$ cat config.mk
export PLATFORM = sky130hd
export DESIGN_NAME = pll_mnr_divider_search_flat
export DESIGN_NICKNAME = d
export VERILOG_FILES = /design/src/hdl/pmnr_pkg.sv /design/src/hdl/pmnr_if.sv /design/src/hdl/pmnr_div.sv /design/src/hdl/pll_mnr_divider_search.sv /design/src/flat_wrapper.sv
export SDC_FILE = /design/constraint.sdc
export NUM_CORES = 1
export LEC_CHECK = 0
export ABC_AREA = 1
export BUFFER_PORTS_ARGS = -buffer_cell sky130_fd_sc_hd__buf_2
export CAP_MARGIN = 20
export CORE_MARGIN = 1
export CORE_UTILIZATION = 30
export DETAILED_ROUTE_END_ITERATION = 10
export GPL_ROUTABILITY_DRIVEN = 1
export SYNTH_ARGS = -nofsm -noshare
export SYNTH_HDL_FRONTEND = slang
export SYNTH_SLANG_ARGS = --single-unit
$ cat constraint.sdc
create_clock -name clk -period 15.6 [get_ports clk]
set_input_delay 3.12 -clock clk [delete_from_list [all_inputs] [get_ports clk]]
set_output_delay 3.12 -clock clk [all_outputs]
set_load 0.05 [all_outputs]
$ cat src/hdl/pmnr_pkg.sv
// Shared constants, widths and helper functions for the PLL divider search.
package pmnr_pkg;

    localparam int F_W      = 30;
    localparam int REF_W    = 27;
    localparam int FS_W     = F_W + 3;
    localparam int STEP_W   = 29;
    localparam int FD_W     = 34;
    localparam int PROD_W   = REF_W + 8;
    localparam int M_W      = 7;
    localparam int N_W      = 5;
    localparam int R_W      = 2;
    localparam int WORD_W   = 15;

    localparam logic [FS_W-1:0]  PLL_LOW_HZ   = FS_W'(135000000);
    localparam logic [FS_W-1:0]  PLL_HIGH_HZ  = FS_W'(270000000);
    localparam logic [F_W-1:0]   FALLBACK_HZ  = F_W'(25000000);
    localparam logic [REF_W-1:0] REF_RESET_HZ = REF_W'(14318180);
    localparam logic [N_W-1:0]   N_FIRST      = N_W'(1);
    localparam logic [N_W-1:0]   N_LAST       = N_W'(31);

    typedef struct packed {
        logic            found;
        logic [R_W-1:0]  r;
    } rsel_t;

    // First post-divider exponent that puts f * 2^R into (135 MHz, 270 MHz]
    function automatic rsel_t r_select(logic [F_W-1:0] f);
        rsel_t           res;
        logic [FS_W-1:0] fs;
        res.found = 1'b0;
        res.r     = '0;
        for (int i = 0; i < 4; i++)
        begin
            fs = FS_W'(f) << i;
            if (!res.found && fs > PLL_LOW_HZ && fs <= PLL_HIGH_HZ)
            begin
                res.found = 1'b1;
                res.r     = R_W'(i);
            end
        end
        return res;
    endfunction

    function automatic logic [WORD_W-1:0] pack_word(logic [M_W-1:0] m, logic [R_W-1:0] r,
                                                    logic [N_W-1:0] n);
        return {m, 1'b0, r, n};
    endfunction

endpackage

$ cat src/hdl/pmnr_if.sv
// Handshake channel interfaces: target request, divider result and reference configuration.
interface pmnr_req_if;
    import pmnr_pkg::*;
    logic             valid;
    logic             ready;
    logic [F_W-1:0]   target_freq_hz;
    modport source (output valid, output target_freq_hz, input ready);
    modport sink   (input valid, input target_freq_hz, output ready);
endinterface

interface pmnr_rsp_if;
    import pmnr_pkg::*;
    logic              valid;
    logic              ready;
    logic [M_W-1:0]    m_div;
    logic [N_W-1:0]    n_div;
    logic [R_W-1:0]    r_shift;
    logic [WORD_W-1:0] clock_word;
    logic              used_fallback;
    modport source (output valid, output m_div, output n_div, output r_shift,
                    output clock_word, output used_fallback, input ready);
    modport sink   (input valid, input m_div, input n_div, input r_shift,
                    input clock_word, input used_fallback, output ready);
endinterface

interface pmnr_cfg_if;
    import pmnr_pkg::*;
    logic             valid;
    logic             ready;
    logic [REF_W-1:0] ref_freq_hz;
    modport source (output valid, output ref_freq_hz, input ready);
    modport sink   (input valid, input ref_freq_hz, output ready);
endinterface

$ cat src/hdl/pmnr_div.sv
// Iterative restoring divider, one quotient bit per cycle.
module pmnr_div
    import pmnr_pkg::*;
(
    input  logic             clk,
    input  logic             rst_n,
    input  logic             start,
    input  logic [FD_W-1:0]  dividend,
    input  logic [REF_W-1:0] divisor,
    output logic             done,
    output logic [FD_W-1:0]  quotient,
    output logic [REF_W-1:0] remainder
);

    localparam int CNT_W = $clog2(FD_W + 1);

    logic             busy_reg, busy_next;
    logic             done_reg, done_next;
    logic [CNT_W-1:0] cnt_reg, cnt_next;
    logic [FD_W-1:0]  quo_reg, quo_next;
    logic [REF_W-1:0] rem_reg, rem_next;

    logic [REF_W:0]   shifted;
    logic [REF_W:0]   diff;
    logic             ge;

    always_comb
    begin
        shifted   = {rem_reg, quo_reg[FD_W-1]};
        diff      = shifted - {1'b0, divisor};
        ge        = shifted >= {1'b0, divisor};
        busy_next = busy_reg;
        done_next = 1'b0;
        cnt_next  = cnt_reg;
        quo_next  = quo_reg;
        rem_next  = rem_reg;
        if (start)
        begin
            busy_next = 1'b1;
            cnt_next  = CNT_W'(FD_W);
            quo_next  = dividend;
            rem_next  = '0;
        end
        else if (busy_reg)
        begin
            rem_next = ge ? diff[REF_W-1:0] : shifted[REF_W-1:0];
            quo_next = {quo_reg[FD_W-2:0], ge};
            cnt_next = cnt_reg - CNT_W'(1);
            if (cnt_reg == CNT_W'(1))
            begin
                busy_next = 1'b0;
                done_next = 1'b1;
            end
        end
    end

    always_ff @(posedge clk or negedge rst_n)
    begin
        if (!rst_n)
        begin
            busy_reg <= 1'b0;
            done_reg <= 1'b0;
            cnt_reg  <= '0;
        end
        else
        begin
            busy_reg <= busy_next;
            done_reg <= done_next;
            cnt_reg  <= cnt_next;
        end
    end

    always_ff @(posedge clk)
    begin
        quo_reg <= quo_next;
        rem_reg <= rem_next;
    end

    assign done      = done_reg;
    assign quotient  = quo_reg;
    assign remainder = rem_reg;

endmodule

$ cat src/hdl/pll_mnr_divider_search.sv
// Top level: PLL M/N/R divider search sequencer around a shared divider.
//
// Usage: a target frequency in Hz arrives as one transaction on req. The
// block picks the post divider R, then tries N = 1..31 in turn; each trial
// runs one division of f*(N+2)*2^R by the reference frequency through the
// shared bit-serial divider; each N tried is a load, the 34 quotient bits,
// completion and a tolerance check. If no R or N fits, the same search runs
// for 25 MHz with used_fallback set. req.ready is high only while no search
// runs, so one item is handled at a time.
// The result sits in an output register on rsp; a stalled receiver holds it
// there, and the next request may be accepted and searched meanwhile; the
// following result waits until rsp is taken.
// cfg writes the reference frequency, always ready; write it only while idle.
// Reset: the reference returns to 14318180 Hz, no result pending, idle.
module pll_mnr_divider_search
    import pmnr_pkg::*;
(
    input  logic        clk,
    input  logic        rst_n,
    pmnr_req_if.sink    req,
    pmnr_rsp_if.source  rsp,
    pmnr_cfg_if.sink    cfg
);

    localparam logic [2:0] S_IDLE  = 3'd0;
    localparam logic [2:0] S_SEL   = 3'd1;
    localparam logic [2:0] S_START = 3'd2;
    localparam logic [2:0] S_WAIT  = 3'd3;
    localparam logic [2:0] S_CHECK = 3'd4;
    localparam logic [2:0] S_DONE  = 3'd5;

    logic [2:0]        state_reg, state_next;
    logic [REF_W-1:0]  ref_reg, ref_next;
    logic [F_W-1:0]    freq_reg, freq_next;
    logic              fb_reg, fb_next;
    logic [R_W-1:0]    r_reg, r_next;
    logic [N_W-1:0]    n_reg, n_next;
    logic [M_W-1:0]    m_reg, m_next;
    logic [STEP_W-1:0] step_reg, step_next;
    logic [FD_W-1:0]   fd_reg, fd_next;

    logic              out_valid_reg, out_valid_next;
    logic [M_W-1:0]    out_m_reg, out_m_next;
    logic [N_W-1:0]    out_n_reg, out_n_next;
    logic [R_W-1:0]    out_r_reg, out_r_next;
    logic              out_fb_reg, out_fb_next;

    logic              div_start;
    logic              div_done;
    logic [FD_W-1:0]   quotient;
    logic [REF_W-1:0]  remainder;

    rsel_t             rsel;
    logic [FS_W-1:0]   fs;
    logic [PROD_W-1:0] rem_x200;
    logic [FD_W-1:0]   m_full;
    logic              fit;
    logic              search_fail;

    pmnr_div u_div
    (
        .clk       (clk),
        .rst_n     (rst_n),
        .start     (div_start),
        .dividend  (fd_reg),
        .divisor   (ref_reg),
        .done      (div_done),
        .quotient  (quotient),
        .remainder (remainder)
    );

    always_comb
    begin
        rsel     = r_select(freq_reg);
        fs       = FS_W'(freq_reg) << rsel.r;
        rem_x200 = (PROD_W'(remainder) << 7) + (PROD_W'(remainder) << 6)
                 + (PROD_W'(remainder) << 3);
        m_full   = quotient - FD_W'(2);
        // q*Fref = fd - rem, so the +-0.5% window reduces to 200*rem < fd
        fit      = (quotient >= FD_W'(2)) && (rem_x200 < PROD_W'(fd_reg));
    end

    always_comb
    begin
        state_next     = state_reg;
        ref_next       = ref_reg;
        freq_next      = freq_reg;
        fb_next        = fb_reg;
        r_next         = r_reg;
        n_next         = n_reg;
        m_next         = m_reg;
        step_next      = step_reg;
        fd_next        = fd_reg;
        out_valid_next = out_valid_reg;
        out_m_next     = out_m_reg;
        out_n_next     = out_n_reg;
        out_r_next     = out_r_reg;
        out_fb_next    = out_fb_reg;
        div_start      = 1'b0;
        search_fail    = 1'b0;

        if (cfg.valid)
        begin
            ref_next = cfg.ref_freq_hz;
        end
        if (rsp.ready)
        begin
            out_valid_next = 1'b0;
        end

        case (state_reg)
            S_IDLE:
            begin
                if (req.valid)
                begin
                    freq_next  = req.target_freq_hz;
                    fb_next    = 1'b0;
                    state_next = S_SEL;
                end
            end
            S_SEL:
            begin
                if (!rsel.found || ref_reg == '0)
                begin
                    search_fail = 1'b1;
                end
                else
                begin
                    r_next     = rsel.r;
                    n_next     = N_FIRST;
                    step_next  = fs[STEP_W-1:0];
                    fd_next    = (FD_W'(fs[STEP_W-1:0]) << 1) + FD_W'(fs[STEP_W-1:0]);
                    state_next = S_START;
                end
            end
            S_START:
            begin
                div_start  = 1'b1;
                state_next = S_WAIT;
            end
            S_WAIT:
            begin
                if (div_done)
                begin
                    state_next = S_CHECK;
                end
            end
            S_CHECK:
            begin
                if (fit)
                begin
                    m_next     = m_full[M_W-1:0];
                    state_next = S_DONE;
                end
                else if (n_reg == N_LAST)
                begin
                    search_fail = 1'b1;
                end
                else
                begin
                    n_next     = n_reg + N_W'(1);
                    fd_next    = fd_reg + FD_W'(step_reg);
                    state_next = S_START;
                end
            end
            S_DONE:
            begin
                if (!out_valid_reg || rsp.ready)
                begin
                    out_valid_next = 1'b1;
                    out_m_next     = m_reg;
                    out_n_next     = n_reg;
                    out_r_next     = r_reg;
                    out_fb_next    = fb_reg;
                    state_next     = S_IDLE;
                end
            end
            default:
            begin
                state_next = S_IDLE;
            end
        endcase

        if (search_fail)
        begin
            if (fb_reg)
            begin
                m_next     = '0;
                n_next     = '0;
                r_next     = '0;
                state_next = S_DONE;
            end
            else
            begin
                freq_next  = FALLBACK_HZ;
                fb_next    = 1'b1;
                state_next = S_SEL;
            end
        end
    end

    always_ff @(posedge clk or negedge rst_n)
    begin
        if (!rst_n)
        begin
            state_reg     <= S_IDLE;
            ref_reg       <= REF_RESET_HZ;
            out_valid_reg <= 1'b0;
        end
        else
        begin
            state_reg     <= state_next;
            ref_reg       <= ref_next;
            out_valid_reg <= out_valid_next;
        end
    end

    always_ff @(posedge clk)
    begin
        freq_reg   <= freq_next;
        fb_reg     <= fb_next;
        r_reg      <= r_next;
        n_reg      <= n_next;
        m_reg      <= m_next;
        step_reg   <= step_next;
        fd_reg     <= fd_next;
        out_m_reg  <= out_m_next;
        out_n_reg  <= out_n_next;
        out_r_reg  <= out_r_next;
        out_fb_reg <= out_fb_next;
    end

    assign req.ready         = (state_reg == S_IDLE);
    assign cfg.ready         = 1'b1;
    assign rsp.valid         = out_valid_reg;
    assign rsp.m_div         = out_m_reg;
    assign rsp.n_div         = out_n_reg;
    assign rsp.r_shift       = out_r_reg;
    assign rsp.clock_word    = pack_word(out_m_reg, out_r_reg, out_n_reg);
    assign rsp.used_fallback = out_fb_reg;

endmodule
$ cat src/flat_wrapper.sv
// flat-port wrapper written by rule: the top's interface ports become plain ports
module pll_mnr_divider_search_flat import pmnr_pkg::*;
  (clk, rst_n, req_valid, req_target_freq_hz, req_ready, rsp_valid, rsp_m_div, rsp_n_div, rsp_r_shift, rsp_clock_word, rsp_used_fallback, rsp_ready, cfg_valid, cfg_ref_freq_hz, cfg_ready);
  pmnr_req_if req_i ();
  pmnr_rsp_if rsp_i ();
  pmnr_cfg_if cfg_i ();
  input  logic clk;
  input  logic rst_n;
  input wire logic [$bits(req_i.valid)-1:0] req_valid;
  input wire logic [$bits(req_i.target_freq_hz)-1:0] req_target_freq_hz;
  output wire logic [$bits(req_i.ready)-1:0] req_ready;
  output wire logic [$bits(rsp_i.valid)-1:0] rsp_valid;
  output wire logic [$bits(rsp_i.m_div)-1:0] rsp_m_div;
  output wire logic [$bits(rsp_i.n_div)-1:0] rsp_n_div;
  output wire logic [$bits(rsp_i.r_shift)-1:0] rsp_r_shift;
  output wire logic [$bits(rsp_i.clock_word)-1:0] rsp_clock_word;
  output wire logic [$bits(rsp_i.used_fallback)-1:0] rsp_used_fallback;
  input wire logic [$bits(rsp_i.ready)-1:0] rsp_ready;
  input wire logic [$bits(cfg_i.valid)-1:0] cfg_valid;
  input wire logic [$bits(cfg_i.ref_freq_hz)-1:0] cfg_ref_freq_hz;
  output wire logic [$bits(cfg_i.ready)-1:0] cfg_ready;
  assign req_i.valid = req_valid;
  assign req_i.target_freq_hz = req_target_freq_hz;
  assign req_ready = req_i.ready;
  assign rsp_valid = rsp_i.valid;
  assign rsp_m_div = rsp_i.m_div;
  assign rsp_n_div = rsp_i.n_div;
  assign rsp_r_shift = rsp_i.r_shift;
  assign rsp_clock_word = rsp_i.clock_word;
  assign rsp_used_fallback = rsp_i.used_fallback;
  assign rsp_i.ready = rsp_ready;
  assign cfg_i.valid = cfg_valid;
  assign cfg_i.ref_freq_hz = cfg_ref_freq_hz;
  assign cfg_ready = cfg_i.ready;
  pll_mnr_divider_search u_core (.clk(clk), .rst_n(rst_n), .req(req_i), .rsp(rsp_i), .cfg(cfg_i));
endmodule
==> results.json, run 1 <==
{
  "status": "finished, final reports clean",
  "dr.first_iter.drc_count": 879,
  "postSynthCellCount": 2339,
  "tns_ps": 0,
  "synth_top_cell_area_share_pct": 19.4,
  "utilization_pct": 34.3,
  "yosysUniqueCellTypes": 60,
  "grt_max_degree": 71,
  "synth-edff-count": 112,
  "crit_family": "adder cells",
  "maxCapViolCount": 0,
  "cts_made_buffers": 27,
  "vias": 15200,
  "die_x_um": 243,
  "grt.overflow.total": 0,
  "h-tree-depth": 1,
  "rsz0062_at_grt": "no",
  "synth_flop_cell": "edfxtp_1",
  "port_buffers": 92,
  "ys_warn_count": 0,
  "drc_errors": 0,
  "seq_area_frac_synth_pct": 33.4,
  "layout.nets": 2645,
  "wl_per_cell_um": 14.1,
  "max_stage_delay_ps": 570,
  "cts_resized": 0,
  "path_buf_inv": 2,
  "routed_via_density": 4.79,
  "cp_max_fo": 34,
  "hold_violations": 0,
  "cts_buffer_depth": 3,
  "finalCriticalPeriod_ps": 5220,
  "gp_congestion": 0.921,
  "cts_setup_buffers": 0,
  "hpwl_mm": 35.1,
  "grt_pass1_vias": 14500,
  "synth_common_cells": "578 x nand2_1, 274 x inv_1, 255 x o21ai_0",
  "synth_area_per_cell_sq_um": 7.43,
  "clock-root-buffer": "clkbuf_16",
  "cts.clk_slew.worst_paths_ps": 60,
  "finalWirelength_mm": 44.9,
  "cts_tree": "done",
  "areaGrowthSynthToFinish_pct": 12.0,
  "syn_nets": 2580,
  "timing.final.crit_share_pct": 33.5,
  "crit_required_ps": 15810,
  "cts_hold_buf": 0,
  "async_reset_ff_share_pct": 17.5,
  "multiInputGateArea_sq_um": 10200,
  "critPathArrivalTime_ps": 5430,
  "fmax_mhz": 191,
  "synth.most_common_cell": "nand2_1",
  "io_pins": 95,
  "seqCellArea_sq_um": 5800,
  "cp-end-kind": "flop",
  "first_pass_iters": 5,
  "tightest_slew_ps": 928,
  "antenna_found_initial": 0,
  "n_antenna_cell": 0,
  "start_kind": "flop",
  "final-max-slew-violation-count": 0,
  "grt_pass1_wl_mm": 73.3,
  "ys_seq_elements": 223,
  "initial_core_util_pct": 30.6,
  "floorplan.rows": 87,
  "ant_nets": 0,
  "clock_sinks": 223,
  "fin_skew_ps": 25.0,
  "yosysTopAreaCell": "edfxtp_1",
  "cp_common_cell": "nand2_1",
  "die-area_sq_um": 58900,
  "final.fill_count": 6115,
  "crit_type": "reg -> reg",
  "cpMaxStageDelayCell": "fa_1",
  "grt_util_all_layers_pct": 15.0,
  "slew_headroom_pct": 38.1,
  "die_h_um": 243,
  "syn_area_sq_um": 17400,
  "clk_latency_ps": 580,
  "ys_top_cells_by_area": "edfxtp_1 19%, nand2_1 12%, ha_1 11%",
  "setup_viol": 0,
  "final_layout_size_suffix_gt1_share_pct": 8.99,
  "core_sq_um": 56800,
  "worst_hold_slack_ps": 437,
  "min_path_type": "reg -> reg"
}
[cell usage in the layout, fill, tap and decap left out, drive strengths merged, types with 22 or more instances in the layout]
cell    instances
ha            152
nand2         592
edfxtp        112
nand3          86
clkbuf         35
dfrtp          26
dfxtp          72
a21oi         180
nor4           22
nand4          29
xor2           36
inv           284
buf           101
fa             27
nor3           38
o21ai         278
nor2          183
xnor2          29
[layer usage]
| metal | share of wire, % | track usage (%) | wire length (um) |
|---|---|---|---|
| met4 | 2.3 | 3.76 | 1020 |
| met3 | 4.4 | 1.82 | 1960 |
| met5 | 0 | 0 | 0 |
| met1 | 49 | 21.1 | 22100 |
| met2 | 44 | 24.2 | 19800 |
[kinds of logic after synthesis]
kind of cell	Yosys count	share of synthesized area, %
and+or+nand+nor	965	23.5
AOI/OAI and AO/OA	554	17.4
buffers and inverters	349	8.25
DFF	223	33.4
adders and majority gates	179	14.1
xor gates and xnor gates	65	3.28
other	2	0.0432
muxes	2	0.115
[final timing paths]
kind | slack (ps) | cells after the start | startpoint | end
setup / recovery | 10380 | 27 | u_core.u_div.remainder[0] | u_core.fd_reg[24]
hold / removal | 440 | 0 | u_core.m_reg[3] | u_core.rsp.m_div[3]
max in group asynchronous | 12340 | 1 | rst_n | u_core.ref_reg[26]
min in group asynchronous | 2680 | 1 | rst_n | u_core.u_div.cnt_reg[1]
hold reg to reg | 440 | 0 | u_core.m_reg[3] | u_core.rsp.m_div[3]
setup reg to reg | 10380 | 27 | u_core.u_div.remainder[0] | u_core.fd_reg[24]
[layout make-up]
type,instances,share of cell area (%)
multi-input combinational,1767,52.1
clock inverter,15,1.09
clock buffer,35,3.84
tap,756,4.86
timing repair buffer,101,2.81
sequential,223,29.8
inverter,284,5.50
[stage by stage]
step                      area (sq um)  cells  setup slack (ps)
after floorplan                  17400   2339             10710
after global placement           18500   3130             10370
after detailed placement         18500   3130             10320
after CTS                        19400   3180             10280
after global routing             19500   3181              9870
final                            19500   3181             10380
Power of run 1 is left out: the tool's default activity adds up to more than one toggle a clock period on the data nets, which glitch-free logic cannot reach.
==> run 2: changes to the inputs <==
clock period = 5.4 ns   (was 15.6 ns; I/O delays follow)
==> run 2 against run 1 <==
  * Die area unchanged
  * First-iteration DRC count decreased by 2.2%
  * Count of clock-buffer cells in the layout up 3
  * Via count about the same
  * Routed wire length down 0.81%
  * Critical path depth up 1
  * Non-clock buffer count increased by 5
  * Cell area increased by 0.37%
  * Global-route usage down 0.11 points
  * Sequential share of layout area is 0.079 points lower
  * Fmax is 6.2% higher
  * Largest cell class unchanged
==> results.json, run 2 (synthesized netlist as in run 1, its figures left out) <==
{
  "status": "finished, final reports clean",
  "grt_pass1_vias": 14300,
  "first_pass_iters": 5,
  "finalCriticalPeriod_ps": 4920,
  "wl_per_cell_um": 14.0,
  "die-area_sq_um": 58900,
  "cts_hold_buf": 0,
  "ant_nets": 0,
  "start_kind": "flop",
  "min_to": "u_core.rsp.m_div[1]",
  "h-tree-depth": 1,
  "clock-root-buffer": "clkbuf_16",
  "clk_latency_ps": 570,
  "crit_type": "reg -> reg",
  "slew_headroom_pct": 37.8,
  "cts.clk_slew.worst_paths_ps": 60,
  "areaGrowthSynthToFinish_pct": 12.5,
  "gp_congestion": 0.909,
  "tns_ps": 0,
  "worst_hold_slack_ps": 435,
  "cp-end-kind": "flop",
  "die_x_um": 243,
  "layout.nets": 2651,
  "max_stage_delay_ps": 520,
  "cpMaxStageDelayCell": "dfxtp_1",
  "dpl_cell_area_sq_um": 18500,
  "hpwl_mm": 34.8,
  "rsz0062_at_grt": "no",
  "initial_core_util_pct": 30.6,
  "critPathArrivalTime_ps": 5360,
  "io_pins": 95,
  "min_path_type": "reg -> reg",
  "worst_hold_path.num_cells": 0,
  "routed_via_density": 4.78,
  "fin_skew_ps": 24.4,
  "grt_pass1_wl_mm": 72.8,
  "cp_max_fo": 18,
  "cts_buffer_depth": 3,
  "grt_util_all_layers_pct": 14.9,
  "final_layout_size_suffix_gt1_share_pct": 9.62,
  "final.fill_count": 6177,
  "multiInputGateArea_sq_um": 10200,
  "port_buffers": 92,
  "vias": 15200,
  "cts_setup_buffers": 0,
  "cp_common_cell": "nand2_1",
  "setup_viol": 0,
  "r2r_slack_ps": 480,
  "cts_resized": 0,
  "floorplan.rows": 87,
  "fmax_mhz": 203,
  "final-max-slew-violation-count": 0,
  "die_h_um": 243,
  "finalWirelength_mm": 44.5,
  "rr_endpoint": "u_core.freq_reg[4]",
  "final_cell_mix": "578 x nand2_1, 274 x inv_1, 254 x o21ai_0, 180 x a21oi_1, 162 x nor2_1",
  "hold_violations": 0,
  "grt.overflow.total": 0,
  "cts_tree": "done",
  "final_common_cell": "nand2_1",
  "seqCellArea_sq_um": 5800,
  "reg2reg_depth": 28,
  "dr.first_iter.drc_count": 860,
  "worstHoldStart": "u_core.m_reg[1]",
  "cts_made_buffers": 28,
  "tightest_slew_ps": 933,
  "design_area_sq_um": 19500,
  "r2r_start": "u_core.u_div.remainder[6]",
  "drc_errors": 0,
  "crit_required_ps": 5840,
  "core_sq_um": 56800,
  "timing.final.crit_share_pct": 91.1,
  "grt_max_degree": 66,
  "clock_sinks": 223,
  "antenna_found_initial": 0,
  "n_antenna_cell": 0,
  "utilization_pct": 34.4,
  "maxCapViolCount": 0
}
==> run 2: cell count changes in the layout (fill, tap and decap cells not counted), sizes merged <==
cell	delta
clkinvlp	+1
bufinv	-3
clkinv	+2
buf	+5
clkbuf	+3
inv	-1
==> run 2: routing by layer <==
layer | up-vias | share of wire, % | global-route usage [%]
met5 | - | 0 | 0
met4 | 0 | 1.9 | 3.29
li1 | 8031 | - | -
met3 | 61 | 4.0 | 2.00
met1 | 6862 | 50 | 21.0
met2 | 271 | 44 | 24.1
==> run 2: critical path, delay by kind of cell, from the launching register on <==
family                   cells  cell delay [ps]
XOR/XNOR                     1              150
AO/OA/AOI/OAI                5             1010
AND/OR/NAND/NOR             17             1660
flip-flops                   1              520
buffers and inverters        2              260
adder cells (fa/ha/maj)      3             1160
==> run 2: final cells by class <==
| cell class | count | area share [%] |
|---|---|---|
| Sequential cell | 223 | 29.7 |
| Inverter | 284 | 5.48 |
| Clock inverter | 14 | 0.698 |
| Clock buffer | 38 | 4.28 |
| Timing Repair Buffer | 106 | 3.06 |
| Multi-Input combinational cell | 1767 | 52.0 |
| Tap cell | 756 | 4.84 |
==> run 2: through the flow <==
step / std cells / setup slack (ps)
4_1_cts: 3187 / 185
2_1_floorplan: 2339 / 506
5_1_grt: 3188 / 0.778
3_3_place_gp: 3135 / 348
3_5_place_dp: 3135 / 245
6_report: 3188 / 482
==> run 2: how the worst max path moves through the flow <==
stage	from	end	slack [ps]	cells after the start
6_report	u_core.u_div.remainder[6]	u_core.freq_reg[4]	480	28
5_1_grt	u_core.u_div.remainder[12]	u_core.freq_reg[7]	0.8	29
4_1_cts	u_core.u_div.remainder[1]	u_core.freq_reg[4]	180	29
3_5_place_dp	u_core.u_div.remainder[1]	u_core.freq_reg[7]	250	29
3_3_place_gp	u_core.u_div.remainder[1]	u_core.freq_reg[4]	350	29
2_1_floorplan	u_core.u_div.remainder[0]	u_core.fd_reg[0]	510	26
Power of run 2 is left out for the same reason.
==> run 3: changes to the inputs <==
CORE_UTILIZATION = 40   (was 30)
==> run 3 against run 2 <==
  * Worst hold slack lost 3.5 ps
  * Highest routed layer unchanged
  * Critical endpoint unchanged
  * Routed wire length grew 6.3%
  * Count of clock-buffer cells in the layout shrank 3
  * Core utilization grew 11 points
  * Setup slack gained 44 ps
  * First-iteration DRC count grew 5.7%
  * Non-clock buffer count grew 3
  * Cell area shrank 0.71%
  * Global-route usage grew 6.7 points
  * Largest cell class unchanged
  * Critical path type unchanged
==> results.json, run 3 (synthesized netlist as in run 1, its figures left out) <==
{
  "timing.final.crit_share_pct": 90.3,
  "io_pins": 95,
  "rr_endpoint": "u_core.freq_reg[4]",
  "setup_viol": 0,
  "port_buffers": 92,
  "start_kind": "flop",
  "dr.first_iter.drc_count": 909,
  "highest_layer": "met4",
  "wl_met3_mm": 1.28,
  "r2r_start": "u_core.u_div.remainder[1]",
  "cts.clk_slew.worst_paths_ps": 60,
  "final_layout_size_suffix_gt1_share_pct": 9.57,
  "cts_tree": "done",
  "hpwl_mm": 37.7,
  "reg2reg_depth": 30,
  "final_common_cell": "nand2_1",
  "final-max-slew-violation-count": 0,
  "cp_common_cell": "nand2_1",
  "status": "finished, final reports clean",
  "routed_via_density": 5.13,
  "wl_met1_mm": 22.0,
  "max_stage_delay_ps": 540,
  "crit_start": "u_core.u_div.remainder[1]",
  "grt.overflow.total": 0,
  "grt_pass1_wl_mm": 77.8,
  "wl_per_cell_um": 15.7,
  "h-tree-depth": 1,
  "cts_setup_buffers": 0,
  "tightest_slew_ps": 888,
  "die_x_um": 210,
  "hold_violations": 0,
  "first_pass_iters": 5,
  "slew_headroom_pct": 40.8,
  "wl_met2_mm": 22.4,
  "floorplan.rows": 76,
  "vias": 15500,
  "design_area_sq_um": 19400,
  "r2r_slack_ps": 530,
  "final_cell_mix": "578 x nand2_1, 274 x inv_1, 254 x o21ai_0, 180 x a21oi_1, 162 x nor2_1",
  "die-area_sq_um": 44300,
  "ant_nets": 0,
  "min_path_type": "reg -> reg",
  "rsz0062_at_grt": "yes",
  "clk_latency_ps": 570,
  "cpMaxStageDelayCell": "fa_1",
  "cts_made_buffers": 28,
  "worst_hold_path.num_cells": 0,
  "core_sq_um": 43000,
  "cts_buffer_depth": 3,
  "maxCapViolCount": 0,
  "cp_max_fo": 18,
  "layout.nets": 2654,
  "fmax_mhz": 205,
  "cts_hold_buf": 0,
  "grt_pass1_vias": 15400,
  "crit_required_ps": 5850,
  "initial_core_util_pct": 40.4,
  "finalCriticalPeriod_ps": 4870,
  "clock-root-buffer": "clkbuf_16",
  "n_antenna_cell": 0,
  "fin_skew_ps": 22.4,
  "clock_sinks": 223,
  "finalWirelength_mm": 47.3,
  "dpl_cell_area_sq_um": 18400,
  "grt_util_all_layers_pct": 21.6,
  "drc_errors": 0,
  "crit_type": "reg -> reg",
  "areaGrowthSynthToFinish_pct": 11.7,
  "cp-end-kind": "flop",
  "gp_congestion": 0.966,
  "die_h_um": 210,
  "endpoint": "u_core.freq_reg[4]",
  "grt_max_degree": 66,
  "critPathArrivalTime_ps": 5320,
  "antenna_found_initial": 0
}
## run 3: worst min path at each step
stage	from	end
after global routing	u_core.m_reg[5]	u_core.rsp.m_div[5]
after CTS	u_core.m_reg[5]	u_core.rsp.m_div[5]
after floorplan	u_core.m_reg[1]	u_core.rsp.m_div[1]
after global placement	u_core.m_reg[4]	u_core.rsp.m_div[4]
after detailed placement	u_core.m_reg[5]	u_core.rsp.m_div[5]
final	u_core.m_reg[5]	u_core.rsp.m_div[5]
## run 3: critical path: cells and delay by family (launching register included)
kind,cells,cell delay [ps]
DFF,1,390
buffers and inverters,3,430
adders and majority gates,4,1360
AOI/OAI and AO/OA,4,790
xor gates and xnor gates,1,170
and+or+nand+nor,18,1610
## run 3: layout make-up
type                            instances  area, sq um
Tap cell                              585          732
Inverter                              284         1070
Fill cell                            4417        23600
Clock inverter                         17          196
Clock buffer                           35          798
Sequential cell                       223         5800
Timing Repair Buffer                  109          646
Multi-Input combinational cell       1767        10200
## run 3: repair_timing
action / CTS / global route
endpoints found under the setup margin: 0 / 62
hold endpoints to repair: 0 / 0
resized for setup: 0 / 4
## run 3: routing by layer
layer  up-vias  global-route usage, %
li1       8022                      -
met1      7123                   27.7
met2       263                   37.9
met3        89                   2.23
met4         0                   7.20
met5         -                      0
## run 3: through the flow
| step | setup TNS (ps) | setup slack, ps | instances | hold slack (ps) | util, % |
|---|---|---|---|---|---|
| final | 0 | 526 | 3020 | 432 | 45.2 |
| after global routing | -1.43 | -1.43 | 3020 | 440 | 45.2 |
| after CTS | 0 | 340 | 3020 | 430 | 45.1 |
| after detailed placement | 0 | 373 | 2968 | 415 | 42.8 |
| after global placement | 0 | 200 | 2967 | 419 | 42.7 |
| after floorplan | 0 | 506 | 2339 | 403 | - |
Power of run 3 is left out for the same reason.
